<file path="config.mk">
export PLATFORM = sky130hd
export DESIGN_NAME = imu_offset_calibrator_unit
export DESIGN_NICKNAME = d
export VERILOG_FILES = /design/src/rtl/imu_oc_pkg.sv /design/src/rtl/imu_oc_div.sv /design/src/rtl/imu_offset_calibrator_unit.sv
export VERILOG_INCLUDE_DIRS = /design/src /design/src/rtl
export SDC_FILE = /design/constraint.sdc
export NUM_CORES = 1
export LEC_CHECK = 0
export BUFFER_PORTS_ARGS = -buffer_cell sky130_fd_sc_hd__buf_2
export CORE_UTILIZATION = 60
export CTS_CLUSTER_SIZE = 16
export DETAILED_ROUTE_END_ITERATION = 8
export PLACE_DENSITY = 0.79
export SLEW_MARGIN = 10
export SYNTH_ARGS = -nofsm -noshare
export SYNTH_HDL_FRONTEND = slang
export SYNTH_SLANG_ARGS = --single-unit
export TNS_END_PERCENT = 30
</file>
<file path="constraint.sdc">
create_clock -name clk_i -period 6.2 [get_ports clk_i]
set_input_delay 0.62 -clock clk_i [delete_from_list [all_inputs] [get_ports clk_i]]
set_output_delay 0.62 -clock clk_i [all_outputs]
set_load 0.005 [all_outputs]
</file>
<file path="src/rtl/imu_offset_calibrator_unit_assert.svh">
// assertion macros for the imu offset calibrator
`ifndef IMU_OFFSET_CALIBRATOR_UNIT_ASSERT_SVH
`define IMU_OFFSET_CALIBRATOR_UNIT_ASSERT_SVH

// same-cycle implication, checked out of reset
`define IOC_ASSERT_NOW(label, ante, cons, msg) \
  label: assert property (@(posedge clk_i) disable iff (!rst_ni) (ante) |-> (cons)) \
    else $error(msg);

// next-cycle implication, checked out of reset
`define IOC_ASSERT_NEXT(label, ante, cons, msg) \
  label: assert property (@(posedge clk_i) disable iff (!rst_ni) (ante) |=> (cons)) \
    else $error(msg);

`endif

</file>
<file path="src/rtl/imu_oc_pkg.sv">
// shared constants and types for the imu offset calibrator
`default_nettype none
package imu_oc_pkg;

  localparam int unsigned COUNT_BITS = 16;
  localparam int unsigned NUM_AXES   = 6;
  localparam int unsigned AXIS_W     = $clog2(NUM_AXES);
  localparam int unsigned SUM_W      = 32;
  localparam int unsigned VAL_W      = 16;
  localparam int unsigned ACC_OFF_W  = 15;
  localparam int unsigned SPW_W      = 16;
  localparam int unsigned TOL_W      = 8;
  localparam int unsigned GRAV_W     = 15;
  localparam int unsigned CFG_W      = 16;
  localparam int unsigned CFG_IDX_W  = 2;
  localparam int unsigned WIN_W      = (COUNT_BITS > SPW_W) ? COUNT_BITS : SPW_W;
  localparam int unsigned IN_DATA_W  = 96;
  localparam int unsigned OUT_DATA_W = 96;

  localparam logic [CFG_IDX_W-1:0] REG_SPW      = CFG_IDX_W'(0);
  localparam logic [CFG_IDX_W-1:0] REG_ACC_TOL  = CFG_IDX_W'(1);
  localparam logic [CFG_IDX_W-1:0] REG_GYR_TOL  = CFG_IDX_W'(2);
  localparam logic [CFG_IDX_W-1:0] REG_GRAVITY  = CFG_IDX_W'(3);

  localparam logic [SPW_W-1:0]  SPW_RST      = SPW_W'(1000);
  localparam logic [TOL_W-1:0]  ACC_TOL_RST  = TOL_W'(8);
  localparam logic [TOL_W-1:0]  GYR_TOL_RST  = TOL_W'(1);
  localparam logic [GRAV_W-1:0] GRAVITY_RST  = GRAV_W'(2048);

  localparam logic REQ_LOAD   = 1'b0;
  localparam logic REQ_SAMPLE = 1'b1;

  localparam logic [AXIS_W-1:0] AXIS_AZ   = AXIS_W'(2);
  localparam logic [AXIS_W-1:0] AXIS_GX   = AXIS_W'(3);
  localparam logic [AXIS_W-1:0] AXIS_LAST = AXIS_W'(NUM_AXES - 1);

  typedef logic [VAL_W-1:0] val_t;

  // handshake between the sequencer and the divider
  typedef struct packed {
    logic busy;
    logic done;
  } div_stat_t;

endpackage
`default_nettype wire

</file>
<file path="src/rtl/imu_oc_div.sv">
// bit-serial signed by unsigned divider, truncating, low half of quotient out
`default_nettype none
module imu_oc_div
  import imu_oc_pkg::*;
(
  input  wire logic                  clk_i,
  input  wire logic                  rst_ni,
  input  wire logic                  start_i,
  input  wire logic [SUM_W-1:0]      dividend_i,
  input  wire logic [COUNT_BITS-1:0] divisor_i,
  output div_stat_t                  stat_o,
  output val_t                       quot_o
);

  localparam int unsigned STEP_W = $clog2(SUM_W);

  logic                  busy_q, busy_d;
  logic                  done_q, done_d;
  logic [STEP_W-1:0]     step_q, step_d;
  logic                  neg_q, neg_d;
  logic [SUM_W-1:0]      quot_q, quot_d;
  logic [COUNT_BITS:0]   rem_q, rem_d;
  logic [COUNT_BITS-1:0] div_q, div_d;
  logic [COUNT_BITS:0]   rem_sh;
  logic                  fits;

  assign rem_sh = {rem_q[COUNT_BITS-1:0], quot_q[SUM_W-1]};
  assign fits   = rem_sh >= {1'b0, div_q};

  always_comb begin
    busy_d = busy_q;
    done_d = 1'b0;
    step_d = step_q;
    neg_d  = neg_q;
    quot_d = quot_q;
    rem_d  = rem_q;
    div_d  = div_q;
    if (start_i) begin
      busy_d = 1'b1;
      step_d = '0;
      neg_d  = dividend_i[SUM_W-1];
      quot_d = dividend_i[SUM_W-1] ? (~dividend_i + SUM_W'(1)) : dividend_i;
      rem_d  = '0;
      div_d  = divisor_i;
    end else if (busy_q) begin
      // one restoring step per cycle
      rem_d  = fits ? (rem_sh - {1'b0, div_q}) : rem_sh;
      quot_d = {quot_q[SUM_W-2:0], fits};
      step_d = step_q + STEP_W'(1);
      if (step_q == STEP_W'(SUM_W - 1)) begin
        busy_d = 1'b0;
        done_d = 1'b1;
      end
    end
  end

  always_ff @(posedge clk_i or negedge rst_ni) begin
    if (!rst_ni) begin
      busy_q <= 1'b0;
      done_q <= 1'b0;
      step_q <= '0;
    end else begin
      busy_q <= busy_d;
      done_q <= done_d;
      step_q <= step_d;
    end
  end

  always_ff @(posedge clk_i) begin
    neg_q  <= neg_d;
    quot_q <= quot_d;
    rem_q  <= rem_d;
    div_q  <= div_d;
  end

  assign stat_o.busy = busy_q;
  assign stat_o.done = done_q;
  assign quot_o      = neg_q ? (~quot_q[VAL_W-1:0] + VAL_W'(1)) : quot_q[VAL_W-1:0];

endmodule
`default_nettype wire

</file>
<file path="src/rtl/imu_offset_calibrator_unit.sv">
// imu offset calibrator: a load word runs a write sweep over all six axes, a sample word
// a read and write-back of each sum; a sample that closes a window then runs the serial
// divider (one quotient bit a cycle) and the read/write-back of both rams for each axis
// sample words after both groups are done are dropped
// reset loads config defaults and clears flags and count, then a clearing pass zeroes
// the sums and offsets in both rams with the input held off
`default_nettype none
`include "imu_offset_calibrator_unit_assert.svh"
module imu_offset_calibrator_unit
  import imu_oc_pkg::*;
(
  input  wire logic                  clk_i,
  input  wire logic                  rst_ni,
  input  wire logic                  cfg_we_i,
  input  wire logic [CFG_IDX_W-1:0]  cfg_idx_i,
  input  wire logic [CFG_W-1:0]      cfg_wdata_i,
  input  wire logic                  s_axis_tvalid,
  output logic                       s_axis_tready,
  // val_ax, val_ay, val_az, val_gx, val_gy, val_gz
  input  wire logic [IN_DATA_W-1:0]  s_axis_tdata,
  // req_type
  input  wire logic                  s_axis_tuser,
  output logic                       m_axis_tvalid,
  input  wire logic                  m_axis_tready,
  // accel_off_x, accel_off_y, accel_off_z, gyro_off_x, gyro_off_y, gyro_off_z,
  // accel_done, gyro_done, one zero pad bit
  output logic [OUT_DATA_W-1:0]      m_axis_tdata
);

  localparam logic [2:0] S_IDLE     = 3'd0;
  localparam logic [2:0] S_LOAD     = 3'd1;
  localparam logic [2:0] S_ACC_RD   = 3'd2;
  localparam logic [2:0] S_ACC_WR   = 3'd3;
  localparam logic [2:0] S_DIV_RD   = 3'd4;
  localparam logic [2:0] S_DIV_GO   = 3'd5;
  localparam logic [2:0] S_DIV_WAIT = 3'd6;
  localparam logic [2:0] S_UPD      = 3'd7;
  // finishing shares the update code space via a flag
  logic fin_q, fin_d;
  // clearing pass after reset shares the load sweep
  logic clr_q, clr_d;

  // configuration
  logic [SPW_W-1:0]  spw_q;
  logic [TOL_W-1:0]  acc_tol_q, gyr_tol_q;
  logic [GRAV_W-1:0] grav_q;

  always_ff @(posedge clk_i or negedge rst_ni) begin
    if (!rst_ni) begin
      spw_q     <= SPW_RST;
      acc_tol_q <= ACC_TOL_RST;
      gyr_tol_q <= GYR_TOL_RST;
      grav_q    <= GRAVITY_RST;
    end else if (cfg_we_i) begin
      case (cfg_idx_i)
        REG_SPW:     spw_q     <= cfg_wdata_i[SPW_W-1:0];
        REG_ACC_TOL: acc_tol_q <= cfg_wdata_i[TOL_W-1:0];
        REG_GYR_TOL: gyr_tol_q <= cfg_wdata_i[TOL_W-1:0];
        REG_GRAVITY: grav_q    <= cfg_wdata_i[GRAV_W-1:0];
        default:     spw_q     <= spw_q;
      endcase
    end
  end

  // control state
  logic [2:0]            state_q, state_d;
  logic [AXIS_W-1:0]     idx_q, idx_d;
  logic [COUNT_BITS-1:0] count_q, count_d;
  logic                  accel_ok_q, accel_ok_d;
  logic                  gyro_ok_q, gyro_ok_d;
  logic [1:0]            grp_ok_q, grp_ok_d;
  logic                  out_valid_q, out_valid_d;

  // payload
  val_t       item_q [NUM_AXES];
  val_t       res_q  [NUM_AXES];
  logic [OUT_DATA_W-1:0] out_data_q, out_data_d;

  // state memories
  logic [SUM_W-1:0] sum_mem [NUM_AXES];
  val_t             off_mem [NUM_AXES];
  logic [SUM_W-1:0] sum_rd_q;
  val_t             off_rd_q;
  logic             sum_re, sum_we, off_re, off_we;
  logic [SUM_W-1:0] sum_wdata;
  val_t             off_wdata;

  always_ff @(posedge clk_i) begin
    if (sum_we) sum_mem[idx_q] <= sum_wdata;
    if (sum_re) sum_rd_q <= sum_mem[idx_q];
  end

  always_ff @(posedge clk_i) begin
    if (off_we) off_mem[idx_q] <= off_wdata;
    if (off_re) off_rd_q <= off_mem[idx_q];
  end

  // divider
  logic      div_start;
  div_stat_t div_stat;
  val_t      div_quot;

  imu_oc_div u_div (
    .clk_i      (clk_i),
    .rst_ni     (rst_ni),
    .start_i    (div_start),
    .dividend_i (sum_rd_q),
    .divisor_i  (count_q),
    .stat_o     (div_stat),
    .quot_o     (div_quot)
  );

  // window bound: zero reads as one, clamped to the counter range
  logic [WIN_W-1:0]      spw_ext, cmax_ext, win;
  logic [COUNT_BITS-1:0] count_inc;
  logic                  s_acc;
  val_t                  cur_val, sample_off, mean, mag, new_off;
  logic                  is_accel, grp_done, below;
  logic [TOL_W-1:0]      tol;

  assign spw_ext   = WIN_W'(spw_q);
  assign cmax_ext  = WIN_W'({COUNT_BITS{1'b1}});
  assign win       = (spw_q == '0) ? WIN_W'(1) : ((spw_ext > cmax_ext) ? cmax_ext : spw_ext);
  assign count_inc = count_q + COUNT_BITS'(1);

  assign s_acc    = s_axis_tvalid && s_axis_tready;
  assign cur_val  = item_q[idx_q];
  assign is_accel = idx_q < AXIS_GX;
  assign grp_done = is_accel ? accel_ok_q : gyro_ok_q;
  assign tol      = is_accel ? acc_tol_q : gyr_tol_q;

  // mean of this axis, gravity removed from accel z
  assign mean    = (idx_q == AXIS_AZ) ? (div_quot - VAL_W'(grav_q)) : div_quot;
  assign mag     = mean[VAL_W-1] ? (~mean + VAL_W'(1)) : mean;
  assign below   = mag < VAL_W'(tol);
  assign new_off = grp_done ? off_rd_q : (off_rd_q - mean);
  assign sample_off = is_accel ? {cur_val[VAL_W-2:0], 1'b0} : cur_val;

  // accel offsets halved toward zero
  function automatic logic [ACC_OFF_W-1:0] half_tz(input val_t v);
    val_t t;
    begin
      t = v + VAL_W'(v[VAL_W-1]);
      half_tz = t[ACC_OFF_W:1];
    end
  endfunction

  always_comb begin
    state_d     = state_q;
    idx_d       = idx_q;
    count_d     = count_q;
    accel_ok_d  = accel_ok_q;
    gyro_ok_d   = gyro_ok_q;
    grp_ok_d    = grp_ok_q;
    out_valid_d = out_valid_q;
    out_data_d  = out_data_q;
    fin_d       = fin_q;
    clr_d       = clr_q;
    sum_re      = 1'b0;
    sum_we      = 1'b0;
    off_re      = 1'b0;
    off_we      = 1'b0;
    sum_wdata   = sum_rd_q + {{(SUM_W-VAL_W){cur_val[VAL_W-1]}}, cur_val};
    off_wdata   = new_off;
    div_start   = 1'b0;

    if (out_valid_q && m_axis_tready) out_valid_d = 1'b0;

    case (state_q)
      S_IDLE: begin
        idx_d = '0;
        if (s_acc) begin
          if (s_axis_tuser == REQ_LOAD) begin
            state_d = S_LOAD;
          end else if (!(accel_ok_q && gyro_ok_q)) begin
            state_d = S_ACC_RD;
          end
        end
      end
      S_LOAD: begin
        sum_we    = 1'b1;
        sum_wdata = '0;
        off_we    = 1'b1;
        off_wdata = clr_q ? '0 : sample_off;
        idx_d     = idx_q + AXIS_W'(1);
        if (idx_q == AXIS_LAST) begin
          count_d    = '0;
          accel_ok_d = 1'b0;
          gyro_ok_d  = 1'b0;
          clr_d      = 1'b0;
          state_d    = S_IDLE;
        end
      end
      S_ACC_RD: begin
        sum_re  = 1'b1;
        state_d = S_ACC_WR;
      end
      S_ACC_WR: begin
        sum_we = 1'b1;
        if (idx_q == AXIS_LAST) begin
          count_d = count_inc;
          idx_d   = '0;
          if (WIN_W'(count_inc) >= win) begin
            grp_ok_d = 2'b11;
            state_d  = S_DIV_RD;
          end else begin
            state_d = S_IDLE;
          end
        end else begin
          idx_d   = idx_q + AXIS_W'(1);
          state_d = S_ACC_RD;
        end
      end
      S_DIV_RD: begin
        sum_re  = 1'b1;
        off_re  = 1'b1;
        state_d = S_DIV_GO;
      end
      S_DIV_GO: begin
        div_start = 1'b1;
        state_d   = S_DIV_WAIT;
      end
      S_DIV_WAIT: begin
        if (div_stat.done) state_d = S_UPD;
      end
      S_UPD: begin
        if (!fin_q) begin
          sum_we    = 1'b1;
          sum_wdata = '0;
          off_we    = !grp_done;
          if (!below) begin
            if (is_accel) grp_ok_d[0] = 1'b0;
            else          grp_ok_d[1] = 1'b0;
          end
          if (idx_q == AXIS_LAST) begin
            fin_d = 1'b1;
          end else begin
            idx_d   = idx_q + AXIS_W'(1);
            state_d = S_DIV_RD;
          end
        end else if (!out_valid_q) begin
          // result slot free: publish and close the window
          accel_ok_d  = accel_ok_q | grp_ok_q[0];
          gyro_ok_d   = gyro_ok_q | grp_ok_q[1];
          count_d     = '0;
          fin_d       = 1'b0;
          out_valid_d = 1'b1;
          out_data_d  = {1'b0, gyro_ok_q | grp_ok_q[1], accel_ok_q | grp_ok_q[0],
                         res_q[5], res_q[4], res_q[3],
                         half_tz(res_q[2]), half_tz(res_q[1]), half_tz(res_q[0])};
          idx_d       = '0;
          state_d     = S_IDLE;
        end
      end
      default: state_d = S_IDLE;
    endcase
  end

  always_ff @(posedge clk_i or negedge rst_ni) begin
    if (!rst_ni) begin
      state_q     <= S_LOAD;
      idx_q       <= '0;
      count_q     <= '0;
      accel_ok_q  <= 1'b0;
      gyro_ok_q   <= 1'b0;
      grp_ok_q    <= 2'b11;
      out_valid_q <= 1'b0;
      fin_q       <= 1'b0;
      clr_q       <= 1'b1;
    end else begin
      state_q     <= state_d;
      idx_q       <= idx_d;
      count_q     <= count_d;
      accel_ok_q  <= accel_ok_d;
      gyro_ok_q   <= gyro_ok_d;
      grp_ok_q    <= grp_ok_d;
      out_valid_q <= out_valid_d;
      fin_q       <= fin_d;
      clr_q       <= clr_d;
    end
  end

  always_ff @(posedge clk_i) begin
    out_data_q <= out_data_d;
    if (s_acc) begin
      for (int i = 0; i < NUM_AXES; i++) begin
        item_q[i] <= s_axis_tdata[i*VAL_W +: VAL_W];
      end
    end
    if (state_q == S_UPD && !fin_q) res_q[idx_q] <= new_off;
  end

  assign s_axis_tready = (state_q == S_IDLE);
  assign m_axis_tvalid = out_valid_q;
  assign m_axis_tdata  = out_data_q;

  `IOC_ASSERT_NOW(a_div_done_in_wait, div_stat.done, state_q == S_DIV_WAIT,
    "divider finished outside its wait state")
  `IOC_ASSERT_NOW(a_no_acc_when_done, state_q == S_ACC_RD, !(accel_ok_q && gyro_ok_q),
    "summing a sample after both groups are done")
  `IOC_ASSERT_NEXT(a_result_from_fin, !out_valid_q && !(state_q == S_UPD && fin_q),
    !out_valid_q, "result word appeared without finishing a window")
  `IOC_ASSERT_NOW(a_div_idle_on_start, div_start, !div_stat.busy,
    "divider restarted while busy")

endmodule
`default_nettype wire
</file>
==> run_results.csv <==
group,metric,value,unit
grt,grt_pass1_wl,125.8,mm
synthesis,ys_seq_area_share,64.57,%
drt,routed_wl,82.45,mm
floorplan,start_util,60.65,%
synthesis,synth-seq-cells,771,
grt,use_met2,45.33,%
setup_path,critical_path_required,6.51,ns
grt,gr-total-overflow,0,
synthesis,synth_area,34990,µm²
setup_path,rrSetupSlack,0.35,ns
grt,grt_pass1_vias,21960,
clock_network,cts_htree_levels,3,
drt,routed_via_density,6.141,
grt,grt-busiest-layer,"met2",
timing,hold_violations,0,
timing,setup_violations,0,
clock_network,tritoncts,"yes",
final_layout,fin_nets,3100,
drt,vias,22660,
synthesis,synth_top_area_share,57.67,%
grt,grt_use_met1,38.39,%
floorplan,floorplan.die.height,243.5,µm
clock_network,clk_path_buf_depth,3,
grt,grt_use_total,27.72,%
power,power_density,623.9,nW/µm²
final_layout,final_util,68.89,%
final_layout,drive_above_1_share,19.38,%
drt,drt_pass1_iterations,8,
synthesis,synth.avg_cell_area,13.40,µm²
floorplan,die_area,59290,µm²
setup_path,crit_type,"reg2reg",
placement,dp_hpwl,55.59,mm
setup_path,crit_path_max_incr_delay,0.51,ns
synthesis,synth_cells,2612,
floorplan,rows,88,
clock_network,clock_latency,0.64,ns
synthesis,yosysTopAreaCell,"edfxtp_1",
final_layout,area_delta_synth_final,13.59,%
setup_path,cp_max_fo,8,
grt,met3_usage,4.329,%
setup_path,cp.arrival,6.16,ns
timing,clock.fmax,0.1711,GHz
setup_path,path_cells,"o31ai_1 -> xor2_1 -> inv_1 -> ha_1 -> o21a_1 -> o31a_1 -> a211oi_1 -> a21oi_1 -> ha_1 -> o21ai_0 -> inv_1 -> o21ai_0 -> nor2_1 -> o41ai_1 -> o211ai_1 -> maj3_1 -> o2111ai_1 -> a22o_1 -> nand4_1 -> o2bb2ai_1",
synthesis,synth-edff-count,672,
timing,grt_setup_unrepaired,"no",
synthesis,synth_area_leaders,"edfxtp_1, dfrtp_1, ha_1, mux2_2, nand2_1",
flow_run,maxCapViolCount,0,
clock_network,cts.clk_slew.worst_paths,0.06,ns
timing,tns,0,ns
grt,antenna_found_initial,0,
floorplan,ioPinCount,218,
setup_path,crit_path_end_kind,"register",
timing,final.min_clock_period,5.845,ns
timing,skew,0.03577,ns
placement,portBuffers,216,
final_layout,fillers,3812,
timing,timing.final.crit_share,94.28,%
drt,wl_per_cell,22.34,µm
synthesis,ys.flop_type,"edfxtp_1",
final_layout,n_antenna_cell,0,
synthesis,syn_nets,2846,
grt,grt_max_degree,84,
drt,initialDrtViolationCount,2120,
timing,max_slew.worst_pin.slew,1.192,ns
clock_network,root_buffer,"clkbuf_16",
power,ir_drop,0.4270,mV
drt,antenna_left,0,
clock_network,clock-sinks,771,
clock_network,ctsResizeCount,0,
synthesis,async_reset_ff_share,10.77,%
floorplan,core-area,57700,µm²
synthesis,ys_types,88,
floorplan,die_w,243.5,µm
setup_path,crit_path_top_delay_cell,"edfxtp_1",
status,status,"completed",
clock_network,cts_made_buffers,76,
timing,finalMaxSlewViolations,0,
synthesis,ys_warn_count,0,
power,power_leakage,0.01483,µW
drt,drc,0,
setup_path,start_kind,"register",
placement,gp_congestion,0.9274,
hold_path,holdCritPathClass,"in2reg",
timing,slew_headroom,19.71,%
==> power breakdown <==
part / internal [µW] / switching (µW)
Sequential: 8750 / 743
Clock: 2630 / 1960
Combinational: 3750 / 6960
==> cells in the mapped netlist, types with 21 or more instances <==
master and instances:
edfxtp_1 672, nand2_1 236, nor2_1 183, o21ai_0 153, ha_1 110, a21oi_1 107
inv_1 90, xnor2_1 87, mux2_2 82, mux2i_1 74, xor2_1 73, dfrtp_1 70
clkbuf_1 66, nor3_1 51, nand3_1 50, a22oi_1 40, o221ai_1 35, a21o_1 31
mux4_2 24, nand4_1 23, buf_1 21
==> kinds of logic (layout without fill, tap and decap cells) <==
group / count (synthesis) / in the layout / share of synthesized area [%]
fa+ha+maj: 116 / 116 / 4.219
other cells: 1 / 1 / 0.01072
xor+xnor: 160 / 160 / 4.005
mux: 181 / 181 / 6.332
buf+inv: 189 / 502 / 2.106
simple gates: 670 / 670 / 8.864
flops: 771 / 771 / 64.57
compound gates: 524 / 524 / 9.897
==> per-layer routing <==
metal	wire length, µm	share of wire (%)	vias to the layer above
met5	0	0	-
met3	6846	8.3	144
li1	-	-	10340
met4	2093	2.5	0
met1	33720	41	11130
met2	39790	48	1050
==> flip-flops by register name, indices dropped and copies added (netlist names), 8 cells and up <==
name	cells
grav_q	15
acc_tol_q	8
count_q	16
res_q	96
gyr_tol_q	8
off_mem	96
sum_rd_q	32
u_div.div_q	16
item_q	96
spw_ext	16
m_axis_tdata	95
u_div.rem_q	16
sum_mem	192
u_div.quot_q	32
off_rd_q	16
==> through the flow <==
step / hold WS [ns] / setup slack, ns / std cells / area, µm² / power, µW
after floorplan: 0.3244 / 0.7817 / 2612 / 34990 / 16570
after global placement: 0.4011 / 0.6661 / 3551 / 37210 / 19500
after detailed placement: 0.4045 / 0.5398 / 3551 / 37210 / 20000
after CTS: 0.1330 / 0.4214 / 3688 / 39710 / 24690
after global routing: 0.1480 / 0.02656 / 3690 / 39750 / 26090
final: 0.1564 / 0.3546 / 3690 / 39750 / 24800
==> worst max-delay path, delay by kind of cell (launching register included) <==
family | cells | cell delay [ns]
AND/OR/NAND/NOR | 2 | 0.35
buffers and inverters | 2 | 0.14
AO/OA/AOI/OAI | 12 | 3.06
flip-flops | 1 | 0.51
XOR/XNOR | 1 | 0.28
adder cells (fa/ha/maj) | 3 | 1.17
==> cell type report <==
cell class	count	area (µm²)	share of cell area [%]
clock buffers	93	2012	5.062
inverters	93	349.1	0.8782
repair buffers	272	1539	3.872
flip-flops and latches	771	22600	56.87
well taps	765	957.2	2.408
multi-input cells	1652	11800	29.69
clock inverters	44	485.5	1.221
==> worst paths after layout <==
check | start | cells after the start | endpoint
hold reg to reg | res_q[3][5] | 0 | m_axis_tdata[50]
setup / recovery | u_div.quot_q[2] | 20 | off_mem[1][15]
max in group asynchronous | rst_ni | 3 | grp_ok_q[1]
setup reg to reg | u_div.quot_q[2] | 20 | off_mem[1][15]
min in group asynchronous | rst_ni | 2 | acc_tol_q[0]
hold / removal | s_axis_tdata[5] | 1 | item_q[0][5]
==> layout by cell type, fill, tap and decap left out, types with 14 or more instances in the layout <==
cell type | netlist | routed
a31oi_1 | 15 | 15
a22oi_1 | 40 | 40
mux2_2 | 82 | 82
o21ai_0 | 153 | 153
buf_4 | 3 | 54
nand2_1 | 236 | 235
nand4_1 | 23 | 23
o31ai_1 | 19 | 19
nor2b_1 | 18 | 18
dfxtp_1 | 16 | 16
o21a_1 | 19 | 19
inv_1 | 90 | 90
nor2_1 | 183 | 176
a21o_1 | 31 | 31
edfxtp_1 | 672 | 672
nand2b_1 | 18 | 18
nand3_1 | 50 | 50
o221ai_1 | 35 | 35
xor2_1 | 73 | 73
mux2i_1 | 74 | 74
ha_1 | 110 | 110
xnor2_1 | 87 | 87
buf_2 | 5 | 215
mux4_2 | 24 | 24
clkbuf_1 | 66 | 14
dfrtp_1 | 70 | 67
a21oi_1 | 107 | 106
nor3_1 | 51 | 38
clkbuf_16 | 0 | 78
and3_1 | 19 | 19
==> what timing repair did <==
| item | in CTS | in global routing |
|---|---|---|
| hold buffers | 0 | 1 |
| endpoints found under the hold margin | 0 | 19 |
| setup buffers | 0 | 0 |
Power figures use the tool's default switching activity.
